## src/design/cds_pkg.sv

```systemverilog
package cds_pkg;

   typedef enum logic [1:0] {
      OP_LOAD       = 2'd0,
      OP_ADD_DAYS   = 2'd1,
      OP_ADD_MONTHS = 2'd2,
      OP_ADD_YEARS  = 2'd3
   } op_type;

   typedef enum logic [1:0] {
      ST_IDLE,
      ST_REM,
      ST_STEP,
      ST_CLAMP
   } state_type;

   typedef struct packed {
      logic back;
      logic months;
   } step_ctl_type;

   localparam int AMT_BITS      = 13;
   localparam int DAY_BITS      = 5;
   localparam int MONTH_BITS    = 4;
   localparam int NEW_YEAR_BITS = 16;
   localparam int REM_BITS      = 9;

   localparam logic [DAY_BITS-1:0]   DAY_FIRST    = 5'd1;
   localparam logic [DAY_BITS-1:0]   DAY_DEC_LAST = 5'd31;
   localparam logic [DAY_BITS-1:0]   DAY_LEAP_FEB = 5'd29;
   localparam logic [MONTH_BITS-1:0] MONTH_JAN    = 4'd1;
   localparam logic [MONTH_BITS-1:0] MONTH_FEB    = 4'd2;
   localparam logic [MONTH_BITS-1:0] MONTH_DEC    = 4'd12;

   localparam logic [REM_BITS:0]   LEAP_CYCLE = 10'd400;
   localparam logic [REM_BITS-1:0] REM_TOP    = 9'd399;
   localparam logic [REM_BITS-1:0] REM_C100   = 9'd100;
   localparam logic [REM_BITS-1:0] REM_C200   = 9'd200;
   localparam logic [REM_BITS-1:0] REM_C300   = 9'd300;
   localparam logic [REM_BITS-1:0] REM_ONE    = 9'd1;

   localparam logic [DAY_BITS-1:0] MONTH_LEN [13] = '{
      5'd0, 5'd31, 5'd28, 5'd31, 5'd30, 5'd31, 5'd30,
      5'd31, 5'd31, 5'd30, 5'd31, 5'd30, 5'd31
   };

   // r is the year modulo 400
   function automatic logic is_leap(logic [REM_BITS-1:0] r);
      return (r[1:0] == 2'b00) && (r != REM_C100) && (r != REM_C200) && (r != REM_C300);
   endfunction

   function automatic logic [DAY_BITS-1:0] days_in(logic [MONTH_BITS-1:0] m, logic leap);
      logic [DAY_BITS-1:0] len;
      if ((m < MONTH_JAN) || (m > MONTH_DEC)) begin
         len = DAY_DEC_LAST;
      end else if ((m == MONTH_FEB) && leap) begin
         len = DAY_LEAP_FEB;
      end else begin
         len = MONTH_LEN[m];
      end
      return len;
   endfunction

endpackage

```

## src/design/calendar_date_stepper_top.sv

```systemverilog
// a load runs through the mod-400 unit, an add of years through that unit and then
// the day clamp, an add of days or months through the date stepper (an add of
// months then clamps the day); a zero day or month step and a year underflow answer without going busy
// one request at a time, busy stays high until the result; the three-stage
// mod-400 unit and the one-unit-per-cycle date stepper do this work
// reset: synchronous, date returns to 1 january year 1; results cannot be stalled
module calendar_date_stepper_top #(
   parameter int YEAR_BITS = 16
) (
   input  logic                              clock,
   input  logic                              reset,
   input  logic                              start,
   output logic                              busy,
   input  logic [1:0]                        req_op,
   input  logic signed [cds_pkg::AMT_BITS-1:0] req_amount,
   input  logic [cds_pkg::DAY_BITS-1:0]      req_new_day,
   input  logic [cds_pkg::MONTH_BITS-1:0]    req_new_month,
   input  logic [cds_pkg::NEW_YEAR_BITS-1:0] req_new_year,
   output logic                              rsp_valid,
   output logic [cds_pkg::DAY_BITS-1:0]      rsp_day_out,
   output logic [cds_pkg::MONTH_BITS-1:0]    rsp_month_out,
   output logic [YEAR_BITS-1:0]              rsp_year_out,
   output logic                              rsp_rejected,
   output logic                              rsp_clipped
);
   import cds_pkg::*;

   localparam int RW = (YEAR_BITS > NEW_YEAR_BITS) ? YEAR_BITS : NEW_YEAR_BITS;
   localparam int SW = YEAR_BITS + 2;
   localparam logic [YEAR_BITS-1:0] YEAR_TOP = '1;
   localparam logic [YEAR_BITS-1:0] YEAR_ONE = YEAR_BITS'(1);
   localparam logic [RW-1:0]        TOP_RW   = RW'(YEAR_TOP);

   state_type                state_ff, state_in;
   op_type                   op_ff, op_in;
   op_type                   req_op_t;
   step_ctl_type             ctl_ff, ctl_in;
   logic [AMT_BITS-1:0]      cnt_ff, cnt_in;
   logic [DAY_BITS-1:0]      day_ff, day_in;
   logic [MONTH_BITS-1:0]    month_ff, month_in;
   logic [YEAR_BITS-1:0]     year_ff, year_in;
   logic [REM_BITS-1:0]      yr400_ff, yr400_in;
   logic [DAY_BITS-1:0]      ld_day_ff, ld_day_in;
   logic [MONTH_BITS-1:0]    ld_month_ff, ld_month_in;
   logic [NEW_YEAR_BITS-1:0] ld_year_ff, ld_year_in;
   logic                     clip_pend_ff, clip_pend_in;
   logic                     rsp_valid_ff, rsp_valid_in;
   logic                     rsp_rejected_ff, rsp_rejected_in;
   logic                     rsp_clipped_ff, rsp_clipped_in;

   logic                     accept;
   logic                     amt_zero;
   logic [AMT_BITS-1:0]      amt_raw;
   logic [AMT_BITS-1:0]      amt_mag;
   logic signed [SW-1:0]     ysum;
   logic                     y_under;
   logic                     y_over;
   logic [YEAR_BITS-1:0]     y_new;
   logic                     rem_start;
   logic [RW-1:0]            rem_value;
   logic                     rem_done;
   logic [REM_BITS-1:0]      rem;
   logic [RW-1:0]            ld_year_rw;
   logic                     load_ok;
   logic [DAY_BITS-1:0]      dim_cur;
   logic [DAY_BITS-1:0]      st_day;
   logic [MONTH_BITS-1:0]    st_month;
   logic [YEAR_BITS-1:0]     st_year;
   logic [REM_BITS-1:0]      st_yr400;
   logic                     st_clip;

   cds_rem400 #(
      .W (RW)
   ) u_rem (
      .clock (clock),
      .reset (reset),
      .start (rem_start),
      .value (rem_value),
      .done  (rem_done),
      .rem   (rem)
   );

   cds_step #(
      .YEAR_BITS (YEAR_BITS)
   ) u_step (
      .ctl      (ctl_ff),
      .day      (day_ff),
      .month    (month_ff),
      .year     (year_ff),
      .yr400    (yr400_ff),
      .day_nx   (st_day),
      .month_nx (st_month),
      .year_nx  (st_year),
      .yr400_nx (st_yr400),
      .clip     (st_clip)
   );

   always_comb begin
      accept   = start && (state_ff == ST_IDLE);
      req_op_t = op_type'(req_op);
      amt_raw  = req_amount;
      amt_zero = (amt_raw == '0);
      amt_mag  = amt_raw[AMT_BITS-1] ? (~amt_raw + 1'b1) : amt_raw;
      ysum     = $signed({2'b00, year_ff}) + SW'(req_amount);
      y_under  = ysum[SW-1] || (ysum == '0);
      y_over   = !ysum[SW-1] && ysum[SW-2];
      y_new    = y_over ? YEAR_TOP : ysum[YEAR_BITS-1:0];

      ld_year_rw = RW'(ld_year_ff);
      load_ok    = (ld_year_ff != '0) && (ld_year_rw <= TOP_RW)
                   && (ld_month_ff >= MONTH_JAN) && (ld_month_ff <= MONTH_DEC)
                   && (ld_day_ff != '0)
                   && (ld_day_ff <= days_in(ld_month_ff, is_leap(rem)));
      dim_cur    = days_in(month_ff, is_leap(yr400_ff));
   end

   // next state
   always_comb begin
      state_in = state_ff;
      unique case (state_ff)
         ST_IDLE: begin
            if (accept) begin
               unique case (req_op_t)
                  OP_LOAD:                    state_in = ST_REM;
                  OP_ADD_DAYS, OP_ADD_MONTHS: state_in = amt_zero ? ST_IDLE : ST_STEP;
                  OP_ADD_YEARS:               state_in = y_under ? ST_IDLE : ST_REM;
                  default:                    state_in = ST_IDLE;
               endcase
            end
         end
         ST_REM: begin
            if (rem_done) begin
               state_in = (op_ff == OP_ADD_YEARS) ? ST_CLAMP : ST_IDLE;
            end
         end
         ST_STEP: begin
            if (st_clip) begin
               state_in = ST_IDLE;
            end else if (cnt_ff == AMT_BITS'(1)) begin
               state_in = (op_ff == OP_ADD_MONTHS) ? ST_CLAMP : ST_IDLE;
            end
         end
         ST_CLAMP: state_in = ST_IDLE;
         default:  state_in = ST_IDLE;
      endcase
   end

   // datapath and result
   always_comb begin
      op_in           = op_ff;
      ctl_in          = ctl_ff;
      cnt_in          = cnt_ff;
      day_in          = day_ff;
      month_in        = month_ff;
      year_in         = year_ff;
      yr400_in        = yr400_ff;
      ld_day_in       = ld_day_ff;
      ld_month_in     = ld_month_ff;
      ld_year_in      = ld_year_ff;
      clip_pend_in    = clip_pend_ff;
      rsp_valid_in    = 1'b0;
      rsp_rejected_in = 1'b0;
      rsp_clipped_in  = 1'b0;
      rem_start       = 1'b0;
      rem_value       = RW'(req_new_year);

      unique case (state_ff)
         ST_IDLE: begin
            if (accept) begin
               op_in        = req_op_t;
               ctl_in.back  = amt_raw[AMT_BITS-1];
               ctl_in.months = (req_op_t == OP_ADD_MONTHS);
               cnt_in       = amt_mag;
               ld_day_in    = req_new_day;
               ld_month_in  = req_new_month;
               ld_year_in   = req_new_year;
               clip_pend_in = 1'b0;
               unique case (req_op_t)
                  OP_LOAD: begin
                     rem_start = 1'b1;
                  end
                  OP_ADD_DAYS, OP_ADD_MONTHS: begin
                     rsp_valid_in = amt_zero;
                  end
                  OP_ADD_YEARS: begin
                     if (y_under) begin
                        day_in         = DAY_FIRST;
                        month_in       = MONTH_JAN;
                        year_in        = YEAR_ONE;
                        yr400_in       = REM_ONE;
                        rsp_valid_in   = 1'b1;
                        rsp_clipped_in = 1'b1;
                     end else begin
                        year_in      = y_new;
                        clip_pend_in = y_over;
                        rem_start    = 1'b1;
                        rem_value    = RW'(y_new);
                     end
                  end
                  default: ;
               endcase
            end
         end
         ST_REM: begin
            if (rem_done) begin
               if (op_ff == OP_ADD_YEARS) begin
                  yr400_in = rem;
               end else begin
                  rsp_valid_in    = 1'b1;
                  rsp_rejected_in = !load_ok;
                  if (load_ok) begin
                     day_in   = ld_day_ff;
                     month_in = ld_month_ff;
                     year_in  = ld_year_rw[YEAR_BITS-1:0];
                     yr400_in = rem;
                  end
               end
            end
         end
         ST_STEP: begin
            day_in   = st_day;
            month_in = st_month;
            year_in  = st_year;
            yr400_in = st_yr400;
            cnt_in   = cnt_ff - 1'b1;
            if (st_clip) begin
               rsp_valid_in   = 1'b1;
               rsp_clipped_in = 1'b1;
            end else if ((cnt_ff == AMT_BITS'(1)) && (op_ff != OP_ADD_MONTHS)) begin
               rsp_valid_in = 1'b1;
            end
         end
         ST_CLAMP: begin
            if (day_ff > dim_cur) begin
               day_in = dim_cur;
            end
            rsp_valid_in   = 1'b1;
            rsp_clipped_in = clip_pend_ff;
         end
         default: ;
      endcase
   end

   always_ff @(posedge clock) begin
      if (reset) begin
         state_ff     <= ST_IDLE;
         day_ff       <= DAY_FIRST;
         month_ff     <= MONTH_JAN;
         year_ff      <= YEAR_ONE;
         yr400_ff     <= REM_ONE;
         rsp_valid_ff <= 1'b0;
      end else begin
         state_ff     <= state_in;
         day_ff       <= day_in;
         month_ff     <= month_in;
         year_ff      <= year_in;
         yr400_ff     <= yr400_in;
         rsp_valid_ff <= rsp_valid_in;
      end
   end

   always_ff @(posedge clock) begin
      op_ff           <= op_in;
      ctl_ff          <= ctl_in;
      cnt_ff          <= cnt_in;
      ld_day_ff       <= ld_day_in;
      ld_month_ff     <= ld_month_in;
      ld_year_ff      <= ld_year_in;
      clip_pend_ff    <= clip_pend_in;
      rsp_rejected_ff <= rsp_rejected_in;
      rsp_clipped_ff  <= rsp_clipped_in;
   end

   assign busy          = (state_ff != ST_IDLE);
   assign rsp_valid     = rsp_valid_ff;
   assign rsp_day_out   = day_ff;
   assign rsp_month_out = month_ff;
   assign rsp_year_out  = year_ff;
   assign rsp_rejected  = rsp_rejected_ff;
   assign rsp_clipped   = rsp_clipped_ff;

endmodule

```

## src/design/cds_rem400.sv

```systemverilog
module cds_rem400 #(
   parameter int W = 16
) (
   input  logic                          clock,
   input  logic                          reset,
   input  logic                          start,
   input  logic [W-1:0]                  value,
   output logic                          done,
   output logic [cds_pkg::REM_BITS-1:0]  rem
);
   import cds_pkg::*;

   // year / 16 is divided by 25 through a reciprocal multiply, then the
   // remainder by 400 falls out of one subtraction in the low bits
   localparam int HW = W - 4;
   localparam int SH = HW + 5;
   localparam int MB = HW + 1;
   localparam int PW = HW + MB;
   localparam logic [63:0]         RECIP_WIDE = ((64'd1 << SH) + 64'd24) / 64'd25;
   localparam logic [MB-1:0]       RECIP      = RECIP_WIDE[MB-1:0];
   localparam logic [REM_BITS-1:0] CYCLE_LO   = LEAP_CYCLE[REM_BITS-1:0];

   logic [W-1:0]        val_ff, val_in;
   logic [W-1:0]        quo_ff, quo_in;
   logic [REM_BITS-1:0] rem_ff, rem_in;
   logic                mul_ff;
   logic                sub_ff;
   logic                done_ff;
   logic [PW-1:0]       prod;
   logic [PW-1:0]       prod_sh;

   always_comb begin
      prod    = val_ff[W-1:4] * RECIP;
      prod_sh = prod >> SH;
      val_in  = start ? value : val_ff;
      quo_in  = mul_ff ? prod_sh[W-1:0] : quo_ff;
      // the true remainder is below 400, so modulo 512 arithmetic is exact
      rem_in  = sub_ff ? (val_ff[REM_BITS-1:0] - quo_ff[REM_BITS-1:0] * CYCLE_LO)
                       : rem_ff;
   end

   always_ff @(posedge clock) begin
      if (reset) begin
         mul_ff  <= 1'b0;
         sub_ff  <= 1'b0;
         done_ff <= 1'b0;
      end else begin
         mul_ff  <= start;
         sub_ff  <= mul_ff;
         done_ff <= sub_ff;
      end
   end

   always_ff @(posedge clock) begin
      val_ff <= val_in;
      quo_ff <= quo_in;
      rem_ff <= rem_in;
   end

   assign done = done_ff;
   assign rem  = rem_ff;

endmodule

```

## src/design/cds_step.sv

```systemverilog
module cds_step #(
   parameter int YEAR_BITS = 16
) (
   input  cds_pkg::step_ctl_type          ctl,
   input  logic [cds_pkg::DAY_BITS-1:0]   day,
   input  logic [cds_pkg::MONTH_BITS-1:0] month,
   input  logic [YEAR_BITS-1:0]           year,
   input  logic [cds_pkg::REM_BITS-1:0]   yr400,
   output logic [cds_pkg::DAY_BITS-1:0]   day_nx,
   output logic [cds_pkg::MONTH_BITS-1:0] month_nx,
   output logic [YEAR_BITS-1:0]           year_nx,
   output logic [cds_pkg::REM_BITS-1:0]   yr400_nx,
   output logic                           clip
);
   import cds_pkg::*;

   localparam logic [YEAR_BITS-1:0] YEAR_TOP = '1;
   localparam logic [YEAR_BITS-1:0] YEAR_ONE = YEAR_BITS'(1);

   logic                  leap;
   logic [DAY_BITS-1:0]   dim;
   logic [DAY_BITS-1:0]   dim_prev;
   logic [REM_BITS-1:0]   yr_up;
   logic [REM_BITS-1:0]   yr_dn;

   always_comb begin
      leap     = is_leap(yr400);
      dim      = days_in(month, leap);
      dim_prev = days_in(month - 4'd1, leap);
      yr_up    = (yr400 == REM_TOP) ? '0 : yr400 + 1'b1;
      yr_dn    = (yr400 == '0) ? REM_TOP : yr400 - 1'b1;

      day_nx   = day;
      month_nx = month;
      year_nx  = year;
      yr400_nx = yr400;
      clip     = 1'b0;

      if (!ctl.back) begin
         if (!ctl.months && (day != dim)) begin
            day_nx = day + 1'b1;
         end else begin
            if (!ctl.months) begin
               day_nx = DAY_FIRST;
            end
            if (month == MONTH_DEC) begin
               if (year == YEAR_TOP) begin
                  // saturate at december of the top year (on its last day for a day step)
                  clip     = 1'b1;
                  day_nx   = ctl.months ? day : DAY_DEC_LAST;
               end else begin
                  month_nx = MONTH_JAN;
                  year_nx  = year + 1'b1;
                  yr400_nx = yr_up;
               end
            end else begin
               month_nx = month + 1'b1;
            end
         end
      end else begin
         if (!ctl.months && (day != DAY_FIRST)) begin
            day_nx = day - 1'b1;
         end else if (month == MONTH_JAN) begin
            if (year == YEAR_ONE) begin
               // fell below year one: pin to the first day
               clip   = 1'b1;
               day_nx = DAY_FIRST;
            end else begin
               month_nx = MONTH_DEC;
               year_nx  = year - 1'b1;
               yr400_nx = yr_dn;
               if (!ctl.months) begin
                  day_nx = DAY_DEC_LAST;
               end
            end
         end else begin
            month_nx = month - 1'b1;
            if (!ctl.months) begin
               day_nx = dim_prev;
            end
         end
      end
   end

endmodule

```

## config.mk

```make
export PLATFORM = sky130hd
export DESIGN_NAME = calendar_date_stepper_top
export DESIGN_NICKNAME = d
export VERILOG_FILES = /design/src/design/cds_pkg.sv /design/src/design/calendar_date_stepper_top.sv /design/src/design/cds_rem400.sv /design/src/design/cds_step.sv
export SDC_FILE = /design/constraint.sdc
export NUM_CORES = 1
export LEC_CHECK = 0
export BUFFER_PORTS_ARGS = -buffer_cell sky130_fd_sc_hd__buf_2
export CAP_MARGIN = 15
export CORE_MARGIN = 10
export CORE_UTILIZATION = 54
export CTS_CLUSTER_SIZE = 10
export DETAILED_ROUTE_END_ITERATION = 10
export PLACE_DENSITY_LB_ADDON = 0.08
export SETUP_SLACK_MARGIN = 0.4
export SLEW_MARGIN = 40
export SYNTH_ARGS = -nofsm -noshare
export SYNTH_HDL_FRONTEND = slang
export SYNTH_HIERARCHICAL = 1
export SYNTH_SLANG_ARGS = --single-unit
```

## constraint.sdc

```tcl
create_clock -name clock -period 6.24 [get_ports clock]
set_clock_uncertainty 0.1 [all_clocks]
set_input_delay 1.248 -clock clock [delete_from_list [all_inputs] [get_ports clock]]
set_output_delay 1.248 -clock clock [all_outputs]
set_load 0.02 [all_outputs]
```

## After elaboration in Yosys (flattened, before gate mapping)

Memories as Yosys holds them, arrays and structs flattened.
Index checks and enable logic that the tools add are counted.

| operators by class | value |
|---|---|
| add/sub/neg operators | 12 |
| reduce and logical (&&, ||, !) cells | 48 |
| equal/unequal tests | 44 |
| magnitude comparators | 14 |
| mux-type cells | 115 |
| multipliers | 2 |
| bitwise logic cells | 7 |

Operators by type and width:

| kind | number |
|---|---|
| 2-to-1 mux 16 bit | 18 |
| 2-to-1 mux 5 bit | 29 |
| 2-to-1 mux 9 bit | 15 |
| 2-to-1 mux 4 bit | 13 |
| case mux 16 bit (3 select lines) | 1 |
| case mux 9 bit (3 select lines) | 1 |
| 2-to-1 mux 13 bit | 2 |
| case mux 13 bit (2 select lines) | 1 |
| multiplier 12 x 13 -> 25 bit (second input constant) | 1 |
| AND reduction 12 bit | 2 |
| 2-to-1 mux 1 bit | 20 |
| case mux 5 bit (4 select lines) | 1 |
| logical AND 1 bit | 19 |
| adder 17 x 13 -> 18 bit | 1 |
| logical NOT 18 bit | 1 |
| inequality test 3 bit (second input constant) | 6 |
| inequality test 9 x 7 -> 1 bit (second input constant) | 2 |
| inequality test 9 x 8 -> 1 bit (second input constant) | 2 |
| inequality test 9 bit (second input constant) | 2 |
| adder 16 x 1 -> 16 bit (second input constant) | 1 |
| equality test 16 x 1 -> 1 bit (second input constant) | 1 |
| equality test 16 bit (second input constant) | 1 |
| <= comparator 16 bit (second input constant) | 1 |
| nonzero test 16 bit | 1 |
| other kinds (56) | 100 |

| word-level totals | value |
|---|---|
| bits in read-only memories | 240 |
| memories | 3 |
| output and inout port bits | 29 |
| bits in registers | 118 |
| bits of input ports | 43 |
| word-level logic and storage cells | 267 |

Memories:

| memory | words | bits a word | read ports | clocked after memory_dff | write ports | line | RTL |
|---|---|---|---|---|---|---|---|
| (no name shown) | 16 | 5 | 1 | 0 | 0 | cds_pkg.sv:59 | `len = MONTH_LEN[m];` |
| (no name shown) | 16 | 5 | 1 | 0 | 0 | cds_pkg.sv:59 |  |
| (no name shown) | 16 | 5 | 1 | 0 | 0 | cds_pkg.sv:59 |  |

## Logic depth before layout (Yosys ltp)

Gate-level depths: netlist of the first run.

| depth | value |
|---|---|
| depth after elaboration | 13 |
| gate-level depth with buffers | 20 |
| mapped depth without buffers | 19 |

## Cells and area by module

Netlist of the first run, hierarchy kept.

Modules (own cells, without submodules):

| module | times used | area each (um^2) | sequential area each (um^2) | cells an instance |
|---|---|---|---|---|
| calendar_date_stepper_top | 1 | 6099.6 | 2072.0 | 667 |
| cds_rem400 | 1 | 3676.0 | 960.9 | 326 |
| cds_step | 1 | 2501.1 | 0.0 | 386 |

## Worst setup path before layout of the first run

Ideal clock, no wire load.

| timing path | value |
|---|---|
| path type | input-to-reg |
| start point | input port req_amount[0] (netlist name) |
| end point | register u_rem.val_ff[0], enable pin |
| setup slack | 1498 ps |
| path buffers | 0 |
| stages | 10 |
| arrival | 4231 ps |
| cell sequence | ha_1 -> fa_1 -> a211oi_2 -> o211ai_2 -> a211oi_2 -> nor2_1 -> xnor2_1 -> nand2_1 -> o31ai_1 -> nor3_1 |

| on the way | value |
|---|---|
| word-level cells in the longest chain between the ends | 7 |

Ends and longest elaborated chain:

| item | line | RTL |
|---|---|---|
| start, declared | calendar_date_stepper_top.sv:15 | `input logic signed [cds_pkg::AMT_BITS-1:0] req_amount,` |
| adder 17 x 13 -> 18 bit (*) | calendar_date_stepper_top.sv:104 | `ysum = $signed({2'b00, year_ff}) + SW'(req_amount);` |
| logical NOT 18 bit | calendar_date_stepper_top.sv:105 | `y_under = ysum[SW-1] \|\| (ysum == '0);` |
| logical OR 1 bit (*) | calendar_date_stepper_top.sv:105 |  |
| 2-to-1 mux 1 bit (*) | calendar_date_stepper_top.sv:186 | `if (y_under) begin` |
| case mux 1 bit (2 select lines) (*) | calendar_date_stepper_top.sv:178 | `unique case (req_op_t)` |
| 2-to-1 mux 1 bit (*) | calendar_date_stepper_top.sv:169 | `if (accept) begin` |
| 2-to-1 mux 1 bit (*) | calendar_date_stepper_top.sv:167 | `unique case (state_ff)` |
| via rem_start | calendar_date_stepper_top.sv:59 | `logic rem_start;` |
| end signal, assigned | cds_rem400.sv:55 | `val_ff <= val_in;` |
| end, declared | cds_rem400.sv:23 | `logic [W-1:0] val_ff, val_in;` |

The timed path passes the listed nets; every way through them passes the cells marked *.
A chain may end at the register's enable or synchronous reset.

## Final worst setup path of the first run

| timing path | value |
|---|---|
| start point | register u_rem.val_ff[10] |
| end point | register u_rem.quo_ff[4] (data pin) |

| on the way | value |
|---|---|
| word-level cells in the longest chain between the ends | 1 |

Ends and longest elaborated chain:

| item | line | RTL |
|---|---|---|
| multiplier 12 x 13 -> 25 bit | cds_rem400.sv:33 | `prod = val_ff[W-1:4] * RECIP;` |
| via u_rem.prod[21] | cds_rem400.sv:29 | `logic [PW-1:0] prod;` |
| end signal, assigned | cds_rem400.sv:56 | `quo_ff <= quo_in;` |
| end, declared | cds_rem400.sv:24 | `logic [W-1:0] quo_ff, quo_in;` |

The timed path passes the listed nets, and every way through them passes these cells.

==> impl_metrics.csv, run 1 <==
group,metric,value,unit
worst_hold_path,min-delay-path-class,"flip-flop to flip-flop",
pwr,swShare,0.474,
cts,cts_tree,"built",
route,firstDrtPassIters,6,
critical_path,path_cells,"inv_1, fa_1, fa_1, fa_1, inv_1, fa_1, inv_1, fa_1, inv_1, ha_1, a21o_1, a21oi_2, a31o_1, a31oi_1, xnor2_1",
worst_hold_path,min-delay-start,"u_rem/val_ff[1]",
global_routing,overflow,0,
die,rows,55,
run,number_of_maximum_capacitance_constraint_violations,0,
global_routing,grt_max_degree,66,
timing,maxClockFrequency,205,MHz
final_layout,mostFrequentLayoutCell,"sky130_fd_sc_hd__inv_1",
critical_path,worstSetupStartpointType,"flip-flop",
route,drt.antenna.violating_nets,0,
logic_synthesis,synthesis.area,12300,µm²
timing,finalHoldViolations,0,
cts,cts.sinks,115,
critical_path,worst_path_dominant_cell_family,"adder cells",
critical_path,criticalPathCategory,"flip-flop to flip-flop",
critical_path,cp_num_buf_inv,4,
cts,clock_tree.buffer_depth,2,
pwr,clock_power_share,0.183,
logic_synthesis,synthesis.area_per_instance,8.90,µm²
timing,post-route-period-util,0.781,
final_layout,nFillCells,2042,
die,floorplan.initialDensity,0.546,
cts,total_of_cells_resized_after_clock_tree_synthesis,0,
cts,cts_root_buf,"sky130_fd_sc_hd__clkbuf_16",
timing,timing.setup.tns,0,ns
pwr,seqPwrFrac,0.223,
global_routing,grt_antenna_before_repair,0,
logic_synthesis,async_reset_ff_frac,0,
logic_synthesis,synthDistinctLibCells,106,
critical_path,slowest_delay,0.58,ns
route,route.detailed.vias_per_inst,6.16,
pwr,p_leak,5.70,nW
critical_path,timing.critical_path.required,6.29,ns
timing,drv_slew,0,
cts,worst_skew_pair.late_latency,0.42,ns
route,dr_total_vias,10604,
route,drt-wirelength-per-cell,20.2,µm
pwr,irDropWorstVdd,0.243,mV
pwr,power.share.combinational,0.594,
placement,buffer_ports.inserted,71,
critical_path,worst_path_most_repeated_cell,"sky130_fd_sc_hd__fa_1",
timing,min_period,4.87,ns
route,drt-initial-drc-count,1039,
pwr,power-per-cell-area,422,nW/µm²
critical_path,critical_path_data_arrival_time,4.92,ns
timing,timing_worst_slew_pin_value,0.841,ns
cts,tritoncts.num_buffers,17,
die,fp.dieW,171,µm
placement,finalWeightedCongestion,0.944,
critical_path,largest_fanout_on_the_critical_path,5,
critical_path,worst_r2r_startpoint,"u_rem/val_ff[10]",
final_layout,nets,1643,
logic_synthesis,ys.warnings.count,6,
status,outcome,"finished, final reports clean",
timing,setup_repair_after_global_routing_missed_its_margin,"false",
critical_path,crit_slowest_cell,"sky130_fd_sc_hd__fa_1",
cts,cts-htree-levels,4,
cts,post_cts.repair.setup_buffers,0,
timing,relative_slew_margins,0.431,
route,postRouteWirelength,34700,µm
cts,holdBufCountCts,0,
cts,clkSlewWorstSetupHoldPaths,0.06,ns
die,pin_count,72,
final_layout,drive_above_1_share,0.124,
final_layout,inserted_diodes,0,
final_layout,final_cell_mix,"sky130_fd_sc_hd__inv_1 (134), sky130_fd_sc_hd__ha_1 (133), sky130_fd_sc_hd__nand2_1 (110)",
logic_synthesis,synth.ff_latch_count,115,
timing,report.final.setup_viol,0,
pwr,power,5.66,mW
global_routing,groute.usage.overall,0.239,
critical_path,crit_start,"u_rem/val_ff[10]",
route,drc,0,
final_layout,areaGrowthSynthToFinish,9.12,%
logic_synthesis,syn_inst,1379,
pwr,cell_internal_pwr,2.97,mW
logic_synthesis,number_of_enable_type_register_cells_in_the_synthesized_netlist,73,
critical_path,end_kind,"flip-flop",
die,core_area,22500,µm²
die,fp.dieArea,29200,µm²
die,floorplan.die.height,171,µm
placement,detailedPlacementHpwl,26800,µm
pwr,p_switching,2.68,mW
logic_synthesis,synth.yosys.seq_area_share,0.247,
global_routing,grt_first_pass_wirelength,55400,µm
logic_synthesis,synth_top_flop_cell,"sky130_fd_sc_hd__edfxtp_1",
global_routing,first_global_vias,10284,
power by group through the flow:
stage	clock [mW]	sequential, mW	combinational, mW
floorplan	0	1.21	2.55
global placement	0	1.27	3.28
detailed placement	0	1.27	3.31
CTS	1.04	1.25	3.34
global route	1.07	1.28	3.77
finish	1.03	1.26	3.36
per-layer routing:
metal | global-route usage | vias up | routed length (µm)
met3 | 0.0396 | 49 | 2040
met4 | 0.0606 | 0 | 660
met1 | 0.321 | 5061 | 15700
met5 | 0 | - | 0
met2 | 0.391 | 372 | 16300
li1 | - | 5122 | -
worst paths after layout:
check | to | cells past startpoint | slack (ns)
worst max-delay path | u_rem/quo_ff[4] | 15 | 1.37
worst min-delay path | u_rem/rem[1] | 0 | 0.33
worst min register to register | u_rem/rem[1] | 0 | 0.33
worst max register to register | u_rem/quo_ff[4] | 15 | 1.37
cell families (layout without fill, tap and decap cells):
| group | after synthesis | after routing | share of synthesized area |
|---|---|---|---|
| multiplexers | 37 | 37 | 0.0350 |
| XOR/XNOR | 64 | 64 | 0.0457 |
| AO/OA/AOI/OAI | 368 | 368 | 0.218 |
| AND/OR/NAND/NOR | 421 | 421 | 0.180 |
| other | 1 | 6 | 0.000305 |
| buffers and inverters | 196 | 248 | 0.0670 |
| adder cells (fa/ha/maj) | 177 | 177 | 0.207 |
| flip-flops | 115 | 115 | 0.247 |
registers in the layout, summed over array words and instances (netlist names), 5 cells and up:
| register | cells |
|---|---|
| yr400_ff | 9 |
| cnt_ff | 13 |
| rsp_day_out | 5 |
| ld_day_ff | 5 |
| u_rem/rem | 9 |
| u_rem/quo_ff | 5 |
| rsp_year_out | 16 |
| u_rem/val_ff | 16 |
| ld_year_ff | 16 |
cells in the mapped netlist, types with 10 or more instances:
cell type | n | area (µm²)
sky130_fd_sc_hd__edfxtp_1 | 73 | 2190
sky130_fd_sc_hd__a211oi_1 | 24 | 180
sky130_fd_sc_hd__nand3_1 | 37 | 185
sky130_fd_sc_hd__xor2_1 | 23 | 201
sky130_fd_sc_hd__a22oi_1 | 20 | 150
sky130_fd_sc_hd__dfxtp_1 | 42 | 841
sky130_fd_sc_hd__buf_2 | 14 | 70.1
sky130_fd_sc_hd__mux2_4 | 10 | 150
sky130_fd_sc_hd__a22o_1 | 28 | 245
sky130_fd_sc_hd__nor4_1 | 11 | 68.8
sky130_fd_sc_hd__mux2i_1 | 20 | 200
sky130_fd_sc_hd__inv_1 | 134 | 503
sky130_fd_sc_hd__a21oi_1 | 65 | 325
sky130_fd_sc_hd__nand4_1 | 16 | 100
sky130_fd_sc_hd__nor2b_1 | 17 | 106
sky130_fd_sc_hd__nor3_1 | 24 | 120
sky130_fd_sc_hd__fa_1 | 43 | 861
sky130_fd_sc_hd__ha_1 | 134 | 1680
sky130_fd_sc_hd__nand2b_1 | 26 | 163
sky130_fd_sc_hd__a221oi_1 | 13 | 114
sky130_fd_sc_hd__o21ai_0 | 59 | 295
sky130_fd_sc_hd__o31ai_1 | 10 | 75.1
sky130_fd_sc_hd__a31oi_1 | 12 | 75.1
sky130_fd_sc_hd__o21a_1 | 11 | 82.6
sky130_fd_sc_hd__and3_1 | 13 | 81.3
sky130_fd_sc_hd__nor2_1 | 95 | 357
sky130_fd_sc_hd__nand2_1 | 110 | 413
sky130_fd_sc_hd__xnor2_1 | 41 | 359
sky130_fd_sc_hd__clkbuf_1 | 32 | 120
sky130_fd_sc_hd__a21o_1 | 14 | 105
final cells by class:
class / count / area [µm²] / area share
timing repair buffer: 80 / 425 / 0.0318
clock inverter: 14 / 175 / 0.0131
tap: 285 / 357 / 0.0266
inverter: 136 / 510 / 0.0381
sequential: 115 / 3030 / 0.226
multi-input combinational: 1073 / 8460 / 0.631
clock buffer: 18 / 439 / 0.0328
per-stage QoR:
step	cell area (µm²)	cells	hold WS, ns	setup slack (ns)	util
2_1_floorplan	12300	1384	0.300	1.50	-
3_3_place_gp	12800	1689	0.314	1.35	0.568
3_5_place_dp	12800	1689	0.320	1.36	0.568
4_1_cts	13400	1721	0.331	1.34	0.595
5_1_grt	13400	1721	0.333	1.07	0.595
6_report	13400	1721	0.332	1.37	0.595
Note: power is estimated with default switching activity, not from simulation.
==> run 2: changes to the inputs <==
==> constraint.sdc (replaced) <==
create_clock -name clock -period 4.4 [get_ports clock]
set_clock_uncertainty 0.1 [all_clocks]
set_input_delay 0.88 -clock clock [delete_from_list [all_inputs] [get_ports clock]]
set_output_delay 0.88 -clock clock [all_outputs]
set_load 0.02 [all_outputs]
==> run 2 against run 1 <==
  * The run now ends with setup timing left
  * Count of clock-buffer cells in the layout shrank 1
  * Design area rose by 4.5%
  * Global-route usage up 0.57 points
  * Critical path depth unchanged
  * Final cell count up 3.0%
  * Sequential power is 38% higher
  * Maximum frequency is 7.4% higher
  * Via count grew 2.4%
  * Critical path type unchanged
  * Highest routed layer unchanged
==> impl_metrics.csv, run 2 (synthesis results as in run 1) <==
group,metric,value,unit
status,outcome,"finished, violations left",
status,failed_checks,"setup timing",
route,drc,0,
worst_hold_path,min_delay_path_depth,0,
cts,cts_root_buf,"sky130_fd_sc_hd__clkbuf_16",
route,dr_total_vias,10855,
cts,clock_tree.buffer_depth,2,
final_layout,multiInputGateArea,8640,µm²
global_routing,globalRouteMet2Util,0.409,
timing,maxClockFrequency,220,MHz
final_layout,drive_above_1_share,0.176,
final_layout,final_cell_mix,"sky130_fd_sc_hd__inv_1 (125), sky130_fd_sc_hd__ha_1 (120), sky130_fd_sc_hd__nand2_1 (110)",
die,pin_count,72,
cts,cts.sinks,115,
critical_path,largest_fanout_on_the_critical_path,3,
final_layout,final-instance-count-excl-fill,1772,
die,floorplan.die.height,171,µm
die,fp.dieArea,29200,µm²
pwr,power,8.53,mW
route,postRouteWirelength,36000,µm
final_layout,inserted_diodes,0,
timing,post-route-period-util,1.03,
cts,tritoncts.num_buffers,17,
die,fp.dieW,171,µm
critical_path,worstSetupStartpointType,"flip-flop",
global_routing,grt_antenna_before_repair,0,
critical_path,critical_path_data_arrival_time,4.60,ns
final_layout,nets,1694,
final_layout,finish.instance_area,14000,µm²
critical_path,criticalPathCategory,"flip-flop to flip-flop",
final_layout,register_area,3030,µm²
pwr,p_leak,5.95,nW
die,core_area,22500,µm²
critical_path,end_kind,"flip-flop",
global_routing,grt_first_pass_wirelength,56800,µm
global_routing,grt_max_degree,47,
global_routing,groute.usage.overall,0.245,
run,number_of_maximum_capacitance_constraint_violations,0,
timing,report.final.setup_viol,4,
critical_path,timing.critical_path.required,4.47,ns
route,route.detailed.vias_per_inst,6.13,
critical_path,ff2ff_setup_slack,-0.14,ns
route,drt-initial-drc-count,1062,
critical_path,worst_r2r_startpoint,"u_rem/val_ff[15]",
timing,min_period,4.54,ns
timing,setup_repair_after_global_routing_missed_its_margin,"true",
placement,instance_area_at_placement,13200,µm²
global_routing,overflow,0,
global_routing,use_met3,0.0426,
route,firstDrtPassIters,6,
placement,detailedPlace.worstSlack,-0.132,ns
global_routing,grt_util_met1,0.320,
die,rows,55,
placement,detailedPlacementHpwl,27400,µm
final_layout,areaGrowthSynthToFinish,14.1,%
placement,buffer_ports.inserted,71,
worst_hold_path,min-delay-path-class,"flip-flop to flip-flop",
pwr,power-per-cell-area,609,nW/µm²
placement,finalWeightedCongestion,0.952,
placement,place_inst,1730,
worst_hold_path,hold_end,"u_rem/rem[2]",
global_routing,gr-max-usage-layer,"met2",
die,floorplan.initialDensity,0.546,
timing,drv_slew,0,
timing,relative_slew_margins,0.427,
route,drt.antenna.violating_nets,0,
critical_path,r2r_end,"u_rem/quo_ff[3]",
timing,timing_worst_slew_pin_value,0.848,ns
cts,clkSlewWorstSetupHoldPaths,0.06,ns
timing,hold_ws,0.318,ns
worst_hold_path,min-delay-start,"u_rem/val_ff[2]",
timing,finalHoldViolations,0,
cts,worst_skew_pair.late_latency,0.42,ns
global_routing,first_global_vias,10631,
final_layout,nFillCells,1966,
pwr,irDropWorstVdd,0.326,mV
timing,postLayoutSetupSlackWorst,-0.138,ns
route,drt-wirelength-per-cell,20.3,µm
cts,cts_tree,"built",
cts,cts-htree-levels,4,
critical_path,reg2reg_depth,15,
final_layout,mostFrequentLayoutCell,"sky130_fd_sc_hd__inv_1",
==> run 2: layout make-up <==
type                            count  share of cell area
Inverter                          136              0.0364
Clock buffer                       17              0.0304
Multi-Input combinational cell   1073               0.617
Clock inverter                     15              0.0138
Sequential cell                   115               0.217
Timing Repair Buffer              131              0.0604
Tap cell                          285              0.0255
==> run 2: worst max-delay path by stage <==
stage,start,cells after the start,end
floorplan,u_rem/val_ff[12],13,u_rem/quo_ff[3]
global placement,u_rem/val_ff[9],16,u_rem/quo_ff[3]
detailed placement,u_rem/val_ff[15],17,u_rem/quo_ff[3]
CTS,u_rem/val_ff[14],17,u_rem/quo_ff[3]
global route,u_rem/val_ff[14],15,u_rem/quo_ff[3]
finish,u_rem/val_ff[15],15,u_rem/quo_ff[3]
==> run 2: stage by stage <==
stage / util / setup TNS [ns]
after CTS: 0.616 / -0.261
after global routing: 0.622 / -1.18
final: 0.622 / -0.418
after floorplan: - / 0
after detailed placement: 0.585 / -0.435
after global placement: 0.585 / -0.0844
==> run 2: metal layers <==
metal / share of wire / up-vias / wire length [µm]
met1: 0.44 / 5211 / 15900
met3: 0.063 / 43 / 2270
li1: - / 5221 / -
met2: 0.48 / 380 / 17100
met4: 0.019 / 0 / 673
met5: 0 / - / 0
==> run 2: critical path, stage by stage, from the launching register on <==
cell and delay [ns]:
sky130_fd_sc_hd__edfxtp_1 0.43, sky130_fd_sc_hd__fa_1 0.59, sky130_fd_sc_hd__xor2_1 0.18, sky130_fd_sc_hd__ha_2 0.30, sky130_fd_sc_hd__fa_1 0.45, sky130_fd_sc_hd__fa_1 0.49
sky130_fd_sc_hd__inv_1 0.05, sky130_fd_sc_hd__fa_1 0.48, sky130_fd_sc_hd__inv_2 0.05, sky130_fd_sc_hd__ha_4 0.21, sky130_fd_sc_hd__a21oi_2 0.17, sky130_fd_sc_hd__o21ai_2 0.09
sky130_fd_sc_hd__a21o_1 0.19, sky130_fd_sc_hd__a221oi_2 0.23, sky130_fd_sc_hd__o21ai_1 0.12, sky130_fd_sc_hd__xor2_1 0.15
==> run 2: what timing repair did <==
action	in CTS	in global routing
pin swaps	14	15
endpoints found under the setup margin	5	6
setup buffers	5	5
gates resized for setup	7	20
hold buffers	0	0
==> run 2: where the power goes <==
group | total (mW) | switching (mW) | internal, mW
Combinational | 5.30 | 3.12 | 2.19
Sequential | 1.74 | 0.287 | 1.46
Clock | 1.48 | 0.578 | 0.906
